==> src/vcfgt_pkg.sv <==
// ----------------------------------------------------------------------------
// vcfgt_pkg
// Shared types and constants for the VCF genotype stream parser.
// ----------------------------------------------------------------------------
`default_nettype none

package vcfgt_pkg;

	// default parameter values
	localparam int unsigned DEF_MAX_SAMPLES   = 65536;
	localparam logic [3:0]  DEF_MISSING_CODE  = 4'd15;
	localparam int unsigned DEF_POSITION_BITS = 32;

	// characters of the text stream
	localparam logic [7:0] CH_HASH  = 8'h23;
	localparam logic [7:0] CH_TAB   = 8'h09;
	localparam logic [7:0] CH_NL    = 8'h0A;
	localparam logic [7:0] CH_COLON = 8'h3A;
	localparam logic [7:0] CH_COMMA = 8'h2C;
	localparam logic [7:0] CH_SLASH = 8'h2F;
	localparam logic [7:0] CH_BAR   = 8'h7C;
	localparam logic [7:0] CH_DOT   = 8'h2E;
	localparam logic [7:0] CH_ZERO  = 8'h30;
	localparam logic [7:0] CH_NINE  = 8'h39;

	// two-character tag "GT"
	localparam logic [15:0] TAG_GT  = 16'h4754;
	// gt tag index when FORMAT has no GT
	localparam logic [8:0]  GT_NONE = 9'd256;

	// tab-separated field numbers
	localparam logic [3:0] FIELD_POS    = 4'd1;
	localparam logic [3:0] FIELD_ALT    = 4'd4;
	localparam logic [3:0] FIELD_FORMAT = 4'd8;
	localparam logic [3:0] FIELD_SAMPLE = 4'd9;

	// configuration register indexes
	localparam logic CFG_SAMPLE_COUNT = 1'b0;
	localparam logic CFG_GENOTYPES    = 1'b1;

	// line mode
	typedef enum logic [1:0] {
		MODE_START  = 2'd0,
		MODE_SKIP   = 2'd1,
		MODE_RECORD = 2'd2
	} mode_t;

	// separator tracking inside a GT subfield
	typedef enum logic [1:0] {
		SEP_WAIT    = 2'd0,
		SEP_SEEN    = 2'd1,
		SEP_DONE    = 2'd2,
		SEP_MISSING = 2'd3
	} sep_t;

	// one result item
	typedef struct packed {
		logic        kind;
		logic [15:0] sample_index;
		logic [3:0]  allele_first;
		logic [3:0]  allele_second;
		logic [31:0] position;
		logic [7:0]  alt_count;
		logic        line_valid;
		logic        last;
	} result_t;

endpackage

`default_nettype wire

==> src/vcf_genotype_stream_parser_core.sv <==
// ----------------------------------------------------------------------------
// vcf_genotype_stream_parser_core
// Byte-wide VCF record parser giving per-sample genotypes and line summaries.
// ----------------------------------------------------------------------------
// Takes one text byte per beat and accepts a byte in every cycle in which the
// input is not stalled. A byte goes through an input register, is parsed
// combinationally against the running line state and leaves 0, 1 or 2 results
// in a four-entry result queue, from which the output port reads. The output
// port moves one result per cycle while m_tready is high: bytes run at one per
// cycle as long as they average no more than one result each, and a byte that
// gives both a genotype and a line summary puts two results into the queue.
// The input stalls only while the queue holds more than two results.
`default_nettype none

module vcf_genotype_stream_parser_core #(
	parameter int unsigned MAX_SAMPLES   = vcfgt_pkg::DEF_MAX_SAMPLES,
	parameter logic [3:0]  MISSING_CODE  = vcfgt_pkg::DEF_MISSING_CODE,
	parameter int unsigned POSITION_BITS = vcfgt_pkg::DEF_POSITION_BITS
) (
	input  wire logic        clk,
	input  wire logic        arst_n,
	// text input
	input  wire logic        s_tvalid,
	output logic             s_tready,
	input  wire logic [7:0]  s_tdata,   // data_byte
	input  wire logic        s_tlast,   // chunk_end
	// results
	output logic             m_tvalid,
	input  wire logic        m_tready,
	output logic [71:0]      m_tdata,   // sample_index[15:0], allele_first[19:16],
	                                    // allele_second[23:20], position[55:24],
	                                    // alt_count[63:56], line_valid[64], zeros
	output logic [0:0]       m_tuser,   // record_kind
	output logic             m_tlast,   // last_of_run
	// configuration writes
	input  wire logic        cfg_valid,
	output logic             cfg_ready,
	input  wire logic        cfg_index,
	input  wire logic [16:0] cfg_data
);
	import vcfgt_pkg::*;

	localparam int SW = $clog2(MAX_SAMPLES + 1);
	localparam int PW = POSITION_BITS;
	localparam int QDEPTH = 4;
	localparam int QAW = $clog2(QDEPTH);

	// configuration registers
	logic [16:0] cfg_count_q;
	logic        cfg_geno_q;

	assign cfg_ready = 1'b1;

	always_ff @(posedge clk or negedge arst_n) begin
		if (!arst_n) begin
			cfg_count_q <= 17'd1;
			cfg_geno_q  <= 1'b1;
		end else if (cfg_valid) begin
			case (cfg_index)
				CFG_SAMPLE_COUNT: cfg_count_q <= cfg_data;
				CFG_GENOTYPES:    cfg_geno_q  <= cfg_data[0];
				default: ;
			endcase
		end
	end

	// effective sample count, limited to the supported maximum
	logic [SW-1:0] eff_count;
	assign eff_count = (32'(cfg_count_q) > 32'(MAX_SAMPLES)) ? SW'(MAX_SAMPLES)
	                                                        : SW'(cfg_count_q);

	// input register
	logic       valid_s1;
	logic [7:0] byte_s1;
	logic       end_s1;
	logic       go;

	// result queue
	result_t         queue_q [QDEPTH];
	logic [QAW-1:0]  wr_ptr_q, rd_ptr_q;
	logic [QAW:0]    count_q;
	logic            pop;

	assign go       = valid_s1 && (count_q <= (QAW+1)'(QDEPTH - 2));
	assign s_tready = !valid_s1 || go;

	always_ff @(posedge clk or negedge arst_n) begin
		if (!arst_n) begin
			valid_s1 <= 1'b0;
		end else if (s_tready) begin
			valid_s1 <= s_tvalid;
		end
	end

	always_ff @(posedge clk) begin
		if (s_tready) begin
			byte_s1 <= s_tdata;
			end_s1  <= s_tlast;
		end
	end

	// parse state
	mode_t          mode_q,       mode_n;
	logic [3:0]     field_q,      field_n;
	logic [PW-1:0]  pos_q,        pos_n;
	logic [7:0]     alt_q,        alt_n;
	logic           alt_seen_q,   alt_seen_n;
	logic [7:0]     fmt_idx_q,    fmt_idx_n;
	logic [15:0]    tag_chars_q,  tag_chars_n;
	logic [1:0]     tag_len_q,    tag_len_n;
	logic [8:0]     gt_idx_q,     gt_idx_n;
	logic [SW-1:0]  seen_q,       seen_n;
	logic [7:0]     sub_q,        sub_n;
	logic           gt_pos_q,     gt_pos_n;
	logic [3:0]     gt_first_q,   gt_first_n;
	logic [3:0]     gt_second_q,  gt_second_n;
	sep_t           gt_sep_q,     gt_sep_n;
	logic           has_chars_q,  has_chars_n;

	logic           geno_emit, sum_emit;
	result_t        geno_res, sum_res;
	logic [1:0]     npush;

	// one byte of parsing
	always_comb begin
		logic       c_nl, c_tab, c_digit, finish, stop, in_samples, do_close;
		logic [7:0] c;
		logic [63:0] pos_wide;

		c        = byte_s1;
		c_nl     = (c == CH_NL);
		c_tab    = (c == CH_TAB);
		c_digit  = (c inside {[CH_ZERO:CH_NINE]});
		finish   = c_nl || end_s1;
		stop     = 1'b0;
		do_close = 1'b0;

		mode_n      = mode_q;
		field_n     = field_q;
		pos_n       = pos_q;
		alt_n       = alt_q;
		alt_seen_n  = alt_seen_q;
		fmt_idx_n   = fmt_idx_q;
		tag_chars_n = tag_chars_q;
		tag_len_n   = tag_len_q;
		gt_idx_n    = gt_idx_q;
		seen_n      = seen_q;
		sub_n       = sub_q;
		gt_pos_n    = gt_pos_q;
		gt_first_n  = gt_first_q;
		gt_second_n = gt_second_q;
		gt_sep_n    = gt_sep_q;
		has_chars_n = has_chars_q;
		geno_emit   = 1'b0;
		sum_emit    = 1'b0;
		geno_res    = '0;
		sum_res     = '0;

		// line start: skip blank, enter header or record
		if (mode_q == MODE_START) begin
			if (c_nl) begin
				stop = 1'b1;
			end else if (c == CH_HASH) begin
				mode_n = MODE_SKIP;
			end else begin
				mode_n      = MODE_RECORD;
				field_n     = '0;
				pos_n       = '0;
				alt_n       = '0;
				fmt_idx_n   = '0;
				gt_idx_n    = GT_NONE;
				seen_n      = '0;
				alt_seen_n  = 1'b0;
				tag_chars_n = '0;
				tag_len_n   = '0;
				sub_n       = '0;
				has_chars_n = 1'b0;
				gt_pos_n    = 1'b0;
				gt_sep_n    = SEP_WAIT;
				gt_first_n  = MISSING_CODE;
				gt_second_n = MISSING_CODE;
			end
		end

		// header line
		if (!stop && mode_n == MODE_SKIP) begin
			if (finish) mode_n = MODE_START;
			stop = 1'b1;
		end

		in_samples = (field_n >= FIELD_SAMPLE) && (seen_n < eff_count);

		// ordinary character inside a field
		if (!stop && !c_nl && !c_tab) begin
			has_chars_n = 1'b1;
			if (field_n == FIELD_POS) begin
				pos_n = (pos_n << 3) + (pos_n << 1) + PW'(c) - PW'(CH_ZERO);
			end else if (field_n == FIELD_ALT) begin
				if (c == CH_COMMA) begin
					if (alt_n != 8'hFF) alt_n = alt_n + 8'd1;
					alt_seen_n = 1'b0;
				end else begin
					alt_seen_n = 1'b1;
				end
			end else if (field_n == FIELD_FORMAT) begin
				if (c == CH_COLON) begin
					if (tag_len_n == 2'd2 && tag_chars_n == TAG_GT && fmt_idx_n != 8'hFF)
						gt_idx_n = {1'b0, fmt_idx_n};
					if (fmt_idx_n != 8'hFF) fmt_idx_n = fmt_idx_n + 8'd1;
					tag_chars_n = '0;
					tag_len_n   = '0;
				end else begin
					if (tag_len_n < 2'd2) tag_chars_n = {tag_chars_n[7:0], c};
					if (tag_len_n != 2'd3) tag_len_n = tag_len_n + 2'd1;
				end
			end else if (in_samples) begin
				if (c == CH_COLON) begin
					if (sub_n != 8'hFF) sub_n = sub_n + 8'd1;
					if ({1'b0, sub_n} == gt_idx_n) begin
						gt_pos_n    = 1'b0;
						gt_sep_n    = SEP_WAIT;
						gt_first_n  = MISSING_CODE;
						gt_second_n = MISSING_CODE;
					end
				end else if ({1'b0, sub_n} == gt_idx_n && gt_sep_n != SEP_MISSING) begin
					// genotype text: allele, separator, allele
					if (!gt_pos_n) begin
						if (c == CH_DOT) gt_sep_n = SEP_MISSING;
						else if (c_digit) gt_first_n = 4'(c - CH_ZERO);
						gt_pos_n = 1'b1;
					end else if (gt_sep_n == SEP_WAIT) begin
						if (c == CH_SLASH || c == CH_BAR) gt_sep_n = SEP_SEEN;
					end else if (gt_sep_n == SEP_SEEN) begin
						if (c_digit) gt_second_n = 4'(c - CH_ZERO);
						gt_sep_n = SEP_DONE;
					end
				end
			end
		end

		// field close on tab, or at line end when the field has characters
		if (!stop) do_close = c_tab || (finish && has_chars_n);
		if (do_close) begin
			if (field_n == FIELD_ALT) begin
				if (alt_seen_n && alt_n != 8'hFF) alt_n = alt_n + 8'd1;
			end else if (field_n == FIELD_FORMAT) begin
				if (tag_len_n == 2'd2 && tag_chars_n == TAG_GT && fmt_idx_n != 8'hFF)
					gt_idx_n = {1'b0, fmt_idx_n};
			end else if (in_samples) begin
				geno_emit                = cfg_geno_q;
				geno_res.kind            = 1'b0;
				geno_res.sample_index    = 16'(seen_n);
				geno_res.allele_first    = gt_first_n;
				geno_res.allele_second   = gt_second_n;
				seen_n                   = seen_n + SW'(1);
			end
			if (field_n < FIELD_SAMPLE) field_n = field_n + 4'd1;
			alt_seen_n  = 1'b0;
			tag_chars_n = '0;
			tag_len_n   = '0;
			sub_n       = '0;
			has_chars_n = 1'b0;
			gt_pos_n    = 1'b0;
			gt_sep_n    = SEP_WAIT;
			gt_first_n  = MISSING_CODE;
			gt_second_n = MISSING_CODE;
		end

		// line summary
		pos_wide = 64'(pos_n);
		if (!stop && finish) begin
			sum_emit           = 1'b1;
			sum_res.kind       = 1'b1;
			sum_res.position   = pos_wide[31:0];
			sum_res.alt_count  = alt_n;
			sum_res.line_valid = (seen_n == eff_count);
			sum_res.last       = 1'b1;
			mode_n             = MODE_START;
		end
		geno_res.last = !sum_emit;
		npush = {1'b0, geno_emit} + {1'b0, sum_emit};
	end

	// parse state registers
	always_ff @(posedge clk or negedge arst_n) begin
		if (!arst_n) begin
			mode_q      <= MODE_START;
			field_q     <= '0;
			pos_q       <= '0;
			alt_q       <= '0;
			alt_seen_q  <= 1'b0;
			fmt_idx_q   <= '0;
			tag_chars_q <= '0;
			tag_len_q   <= '0;
			gt_idx_q    <= GT_NONE;
			seen_q      <= '0;
			sub_q       <= '0;
			gt_pos_q    <= 1'b0;
			gt_first_q  <= MISSING_CODE;
			gt_second_q <= MISSING_CODE;
			gt_sep_q    <= SEP_WAIT;
			has_chars_q <= 1'b0;
		end else if (go) begin
			mode_q      <= mode_n;
			field_q     <= field_n;
			pos_q       <= pos_n;
			alt_q       <= alt_n;
			alt_seen_q  <= alt_seen_n;
			fmt_idx_q   <= fmt_idx_n;
			tag_chars_q <= tag_chars_n;
			tag_len_q   <= tag_len_n;
			gt_idx_q    <= gt_idx_n;
			seen_q      <= seen_n;
			sub_q       <= sub_n;
			gt_pos_q    <= gt_pos_n;
			gt_first_q  <= gt_first_n;
			gt_second_q <= gt_second_n;
			gt_sep_q    <= gt_sep_n;
			has_chars_q <= has_chars_n;
		end
	end

	// result queue storage
	always_ff @(posedge clk) begin
		if (go) begin
			if (geno_emit) begin
				queue_q[wr_ptr_q] <= geno_res;
				if (sum_emit) queue_q[wr_ptr_q + QAW'(1)] <= sum_res;
			end else if (sum_emit) begin
				queue_q[wr_ptr_q] <= sum_res;
			end
		end
	end

	// result queue pointers
	assign pop = m_tvalid && m_tready;

	always_ff @(posedge clk or negedge arst_n) begin
		if (!arst_n) begin
			wr_ptr_q <= '0;
			rd_ptr_q <= '0;
			count_q  <= '0;
		end else begin
			if (go) wr_ptr_q <= wr_ptr_q + QAW'(npush);
			if (pop) rd_ptr_q <= rd_ptr_q + QAW'(1);
			count_q <= count_q + (go ? (QAW+1)'(npush) : '0) - (QAW+1)'(pop);
		end
	end

	// output beat
	result_t head;
	assign head     = queue_q[rd_ptr_q];
	assign m_tvalid = (count_q != '0);
	assign m_tdata  = {7'd0, head.line_valid, head.alt_count, head.position,
	                   head.allele_second, head.allele_first, head.sample_index};
	assign m_tuser  = head.kind;
	assign m_tlast  = head.last;

`ifndef ASSERT_OFF
	// queue never holds more than its depth
	a_queue_bound: assert property (@(posedge clk) disable iff (!arst_n)
		count_q <= (QAW+1)'(QDEPTH))
		else $error("result queue overflow");

	// a line summary is always the last result of its byte
	a_summary_last: assert property (@(posedge clk) disable iff (!arst_n)
		(m_tvalid && m_tuser[0]) |-> m_tlast)
		else $error("summary without last flag");

	// field counter saturates at the first sample field
	a_field_sat: assert property (@(posedge clk) disable iff (!arst_n)
		field_q <= FIELD_SAMPLE)
		else $error("field counter out of range");
`endif

endmodule

`default_nettype wire

==> config.mk <==
export PLATFORM = sky130hd
export DESIGN_NAME = vcf_genotype_stream_parser_core
export DESIGN_NICKNAME = d
export VERILOG_FILES = /design/src/vcfgt_pkg.sv /design/src/vcf_genotype_stream_parser_core.sv
export SDC_FILE = /design/constraint.sdc
export NUM_CORES = 1
export LEC_CHECK = 0
export ABC_AREA = 1
export BUFFER_PORTS_ARGS = -buffer_cell sky130_fd_sc_hd__buf_2
export CORE_MARGIN = 2
export CORE_UTILIZATION = 60
export CTS_BUF_LIST = sky130_fd_sc_hd__clkbuf_4
export DETAILED_ROUTE_END_ITERATION = 10
export PLACE_DENSITY = 0.78
export SLEW_MARGIN = 20
export SYNTH_ARGS = -nofsm -noshare
export SYNTH_HDL_FRONTEND = slang
export SYNTH_SLANG_ARGS = --single-unit
==> constraint.sdc <==
create_clock -name clk -period 5.9 [get_ports clk]
set_input_delay 0.885 -clock clk [delete_from_list [all_inputs] [get_ports clk]]
set_output_delay 0.885 -clock clk [all_outputs]
set_load 0.03 [all_outputs]
Word-level counts from Yosys, hierarchy flattened. Memory sizes are Yosys's and may differ from the RTL's. Cells that the tools add are included.

Register bits: 154. Bits in latches: 0. Memory bits (writable): 268. Bits in read-only memories: 0. Bits of input ports: 32. Output and inout bits: 77. Word-level logic and storage cells: 302. Memories: 1.

Memory list: queue_q (words 4, width 67, read ports 1, clocked after Yosys merged registers in 0, write ports 2, RTL line vcf_genotype_stream_parser_core.sv:79) `result_t queue_q [QDEPTH];`.

Add/sub/neg operators: 17. Multipliers: 0. Div/mod/pow operators: 0. Magnitude comparators: 8. Equal/unequal tests: 27. Shift-type cells: 0. Mux-type cells: 193. Bitwise operators: 2. Reductions and logical operators: 30.

Operator list (number): $mux 8 (37); $mux 16 (10); $mux 32 (5); $mux 4 (36); $mux 17 (8); $mux 9 (13); $mux 24 (4); $mux 2 (34); $mux 67 (1); $mux 1 (44); $mux 42 (1); $eq 8x6->1 const B (5); $ne 8x8->1 const B (5); $add 32x32->32 (1); $add 32x8->32 (1); $add 8x1->8 const B (4); $eq 16x15->1 const B (2); $sub 32x6->32 const B (1); $eq 8x9->1 (2); $add 17x1->17 const B (1); $eq 17x17->1 (1); $gt 17x17->1 const B (1); $lt 17x17->1 (1); $eq 8x4->1 const B (2); other kinds (28) (57).

Longest topological paths before layout.
Depth after elaboration: 25. Gate-level depth with buffers: 33. Gate-level depth less buffers: 28.

Least setup slack after synthesis. Ideal clock, no wire load.

Path type: register -> register. Start: register byte_s1[3]. End: memory queue_q[0][37] in the netlist's numbering (data pin). Arrival time: 5.189 ns. Required time: 5.760 ns. Slack: 0.571 ns. Cell stages (with the launch flop): 32. Buffers on the path: 6. Clock period less this slack: 5.329 ns. Cells stage by stage: edfxtp_1 > inv_2 > nand2_1 > nor2_2 > nand2_2 > nand3_2 > buf_6 > buf_6 > buf_6 > buf_6 > buf_2 > buf_2 > nand2_1 > fa_1 > inv_1 > ha_1 > ha_1 > fa_1 > nand3_1 > nand3_1 > a21oi_1 > o21ai_0 > a21boi_0 > o21ai_0 > nand3_1 > nand2_1 > nand2_1 > inv_1 > o21ai_0 > o21ai_0 > or2_2 > nor2_1.

RTL lines: start: declaration (RTL line vcf_genotype_stream_parser_core.sv:74) `logic [7:0] byte_s1;`; start signal: assignment (RTL line vcf_genotype_stream_parser_core.sv:97) `byte_s1 <= s_tdata;`; end: declaration (RTL line vcf_genotype_stream_parser_core.sv:79).

==> flow_summary.json <==
{
  "viasPerCell": 5.80,
  "slew_violations": 0,
  "ys_ff_latch": 422,
  "seqPwrFrac_pct": 27.5,
  "fin_nets": 3496,
  "hold_ws_ps": 186,
  "grt_overflow": 0,
  "synth.yosys.seq_area_share_pct": 44.1,
  "fmax_mhz": 191,
  "syn2layout_area_growth_pct": 8.63,
  "grt_pass1_vias": 22200,
  "met2_length_um": 31200,
  "htreeDepth": 3,
  "routed.top_layer": "met4",
  "start_kind": "flip-flop",
  "port_buffers": 100,
  "period_needed_ps": 5250,
  "drc_errors": 0,
  "slew_headroom_pct": 29.1,
  "clk-insertion-delay-late_ps": 910,
  "min_period_over_period_pct": 88.9,
  "tightestPinTransition_ps": 1060,
  "grt_pass1_wl_um": 112000,
  "fin_tns_setup_ps": 0,
  "dr.pass1.iters": 8,
  "synth_cell_types": 61,
  "grt_use_total_pct": 31.9,
  "powerDensity_mw_per_mm2": 483,
  "p_sw_share_pct": 49.2,
  "power.internal_mw": 6.64,
  "clockBufferDepth": 3,
  "dieWidth_um": 208,
  "ys.flop_type": "edfxtp_1",
  "start_util_pct": 61.0,
  "synth.avg_cell_area_um2": 7.70,
  "wl_per_cell_um": 17.4,
  "p_sw_mw": 6.44,
  "max-vdd-ir-drop_v": 0.000378,
  "num_io_pins": 109,
  "wl_met1_um": 29200,
  "post-cts-setup-buffer-count": 0,
  "grt_antenna_before_repair": 2,
  "cts_tree": "done",
  "path_clk_slew_ps": 60,
  "die_y_um": 208,
  "hold_class": "primary input to flip-flop",
  "rsz0062_at_grt": "false",
  "numCtsBuffers": 108,
  "yosysTopAreaCell": "edfxtp_1",
  "ys_warn_count": 0,
  "p_clk_share_pct": 18.7,
  "rows": 74,
  "coreArea_mm2": 0.0409,
  "async_reset_ff_share_pct": 34.4,
  "synthCells": 3241,
  "worstSetupPathType": "flip-flop to flip-flop",
  "outcome": "completed",
  "routed_wl_um": 68900,
  "ys_top_cells_by_area": "edfxtp_1 22%, dfrtp_1 13%, nand2_1 13%, dfxtp_1 7.7%, nor2_1 6.7%",
  "p_comb_share_pct": 53.8,
  "dr.first_iter.drc_count": 2443,
  "fin_skew_ps": 58.8,
  "wl_met3_um": 6620,
  "synth_top_area_share_pct": 21.8,
  "yosys-top-cells-count": "858 x nand2_1, 444 x nor2_1, 288 x o21ai_0",
  "crit_path_end_kind": "flip-flop",
  "grt_max_degree": 98,
  "syn-cell-area_mm2": 0.0249,
  "die-area_mm2": 0.0432,
  "antenna_left": 0,
  "hold_viol_final": 0,
  "synth_edf_count": 181,
  "drive_above_1_share_pct": 12.7,
  "drv_cap": 0,
  "clock_sinks": 422,
  "worstPathRequired_ps": 6610,
  "finalSetupViolCount": 0,
  "dp_hpwl_um": 46300,
  "crit_fanout": 7,
  "synthMostInstantiatedCell": "nand2_1",
  "clockRootBuffer": "clkbuf_4",
  "arrival_ps": 5960,
  "nFillCells": 3509,
  "place_congestion": 0.952,
  "vias": 23000,
  "cts_resized": 0,
  "leakagePower_nw": 12.6
}
==> final cells by class <==
cell class | instances | area [µm²] | share of cell area, %
Antenna cell | 5 | 12.5 | 0.0462
Clock buffer | 158 | 1190 | 4.38
Clock inverter | 31 | 138 | 0.508
Inverter | 301 | 1130 | 4.18
Multi-Input combinational cell | 2375 | 12100 | 44.8
Sequential cell | 422 | 11000 | 40.6
Tap cell | 532 | 666 | 2.46
Timing Repair Buffer | 134 | 815 | 3.01
==> power by group through the flow <==
stage | Sequential [mW] | Clock (mW) | Combinational (mW)
after global placement | 3.64 | 0 | 6.81
final | 3.60 | 2.44 | 7.03
after floorplan | 3.55 | 0 | 5.17
after detailed placement | 3.65 | 0 | 6.93
after CTS | 3.59 | 2.49 | 6.96
after global routing | 3.63 | 2.63 | 7.76
==> worst max-delay path: stages (launching register included) <==
cell and delay [ps]:
edfxtp_1 500, inv_2 170, nand2_1 80, nor2_2 130
nand2_2 90, nand3_4 140, nand2_1 100, fa_1 520
inv_1 40, ha_1 260, ha_1 220, fa_1 480
nand3_1 100, nand3_1 100, a21oi_1 210, o21ai_0 180
a21boi_0 420, o21ai_0 260, nand3_1 120, nand2_1 90
nand2_1 70, inv_1 40, o21ai_0 130, o21ai_0 120
or2_2 360, nor2_1 130
==> sequential cells by signal, indices dropped and copies added, names as in the netlist, 2 cells and up <==
name,count
queue_q,268
pos_q,32
cfg_count_q,17
seen_q,17
tag_chars_q,16
gt_idx_q,9
alt_q,8
byte_s1,8
fmt_idx_q,8
sub_q,8
field_q,4
gt_first_q,4
gt_second_q,4
count_q,3
gt_sep_q,2
mode_q,2
rd_ptr_q,2
tag_len_q,2
wr_ptr_q,2
==> repair_timing <==
item | CTS | global route
hold endpoints to repair | 19 | 0
endpoints found under the setup margin | 0 | 0
hold buffers | 1 | 0
==> routing by layer <==
metal  vias to the layer above  track usage [%]
met3                       142             5.57
met2                      1070             49.8
met4                         0             11.2
met5                         -                0
li1                      11000                -
met1                     10800             45.0
==> worst paths after layout <==
check	startpoint	slack, ps	depth (start not counted)	end
max	byte_s1[3]	650	25	queue_q[2][37]
max reg2reg	byte_s1[3]	650	25	queue_q[2][37]
min in group asynchronous	arst_n	430	2	tag_chars_q[15]
min	s_tdata[5]	190	1	byte_s1[5]
max in group asynchronous	arst_n	4300	3	pos_q[23]
min reg2reg	queue_q[2][63]	460	2	queue_q[2][63]
==> layout by cell type, fill, tap and decap left out, drive strengths merged, types with 18 or more instances in the layout <==
| master | n |
|---|---|
| nand2 | 879 |
| nor2 | 462 |
| o21ai | 333 |
| inv | 300 |
| nand3 | 193 |
| edfxtp | 181 |
| clkbuf | 158 |
| dfrtp | 134 |
| buf | 133 |
| ha | 115 |
| dfxtp | 96 |
| o22ai | 86 |
| a21oi | 71 |
| nand4 | 70 |
| clkinv | 30 |
| xor2 | 20 |
| nor3 | 20 |
| or2 | 18 |
==> metrics by stage <==
step / utilization [%] / std cells / worst slack, ps / power, mW / cell area (µm²)
floorplan: - / 3247 / 571 / 8.72 / 25000
finish: 66.2 / 3958 / 652 / 13.1 / 27100
detailed placement: 62.9 / 3763 / 763 / 10.6 / 25700
CTS: 66.2 / 3953 / 686 / 13.0 / 27100
global route: 66.2 / 3958 / 74.6 / 14.0 / 27100
global placement: 62.9 / 3763 / 854 / 10.5 / 25700
==> logic make-up after synthesis <==
group | Yosys count | synth area share [%]
adders and majority gates | 122 | 6.33
and+or+nand+nor | 1662 | 28.5
other | 2 | 0.0301
DFF | 422 | 44.1
muxes | 15 | 0.677
AOI/OAI and AO/OA | 531 | 11.6
buffers and inverters | 450 | 7.40
xor gates and xnor gates | 37 | 1.41
(Power assumes the default switching activity.)
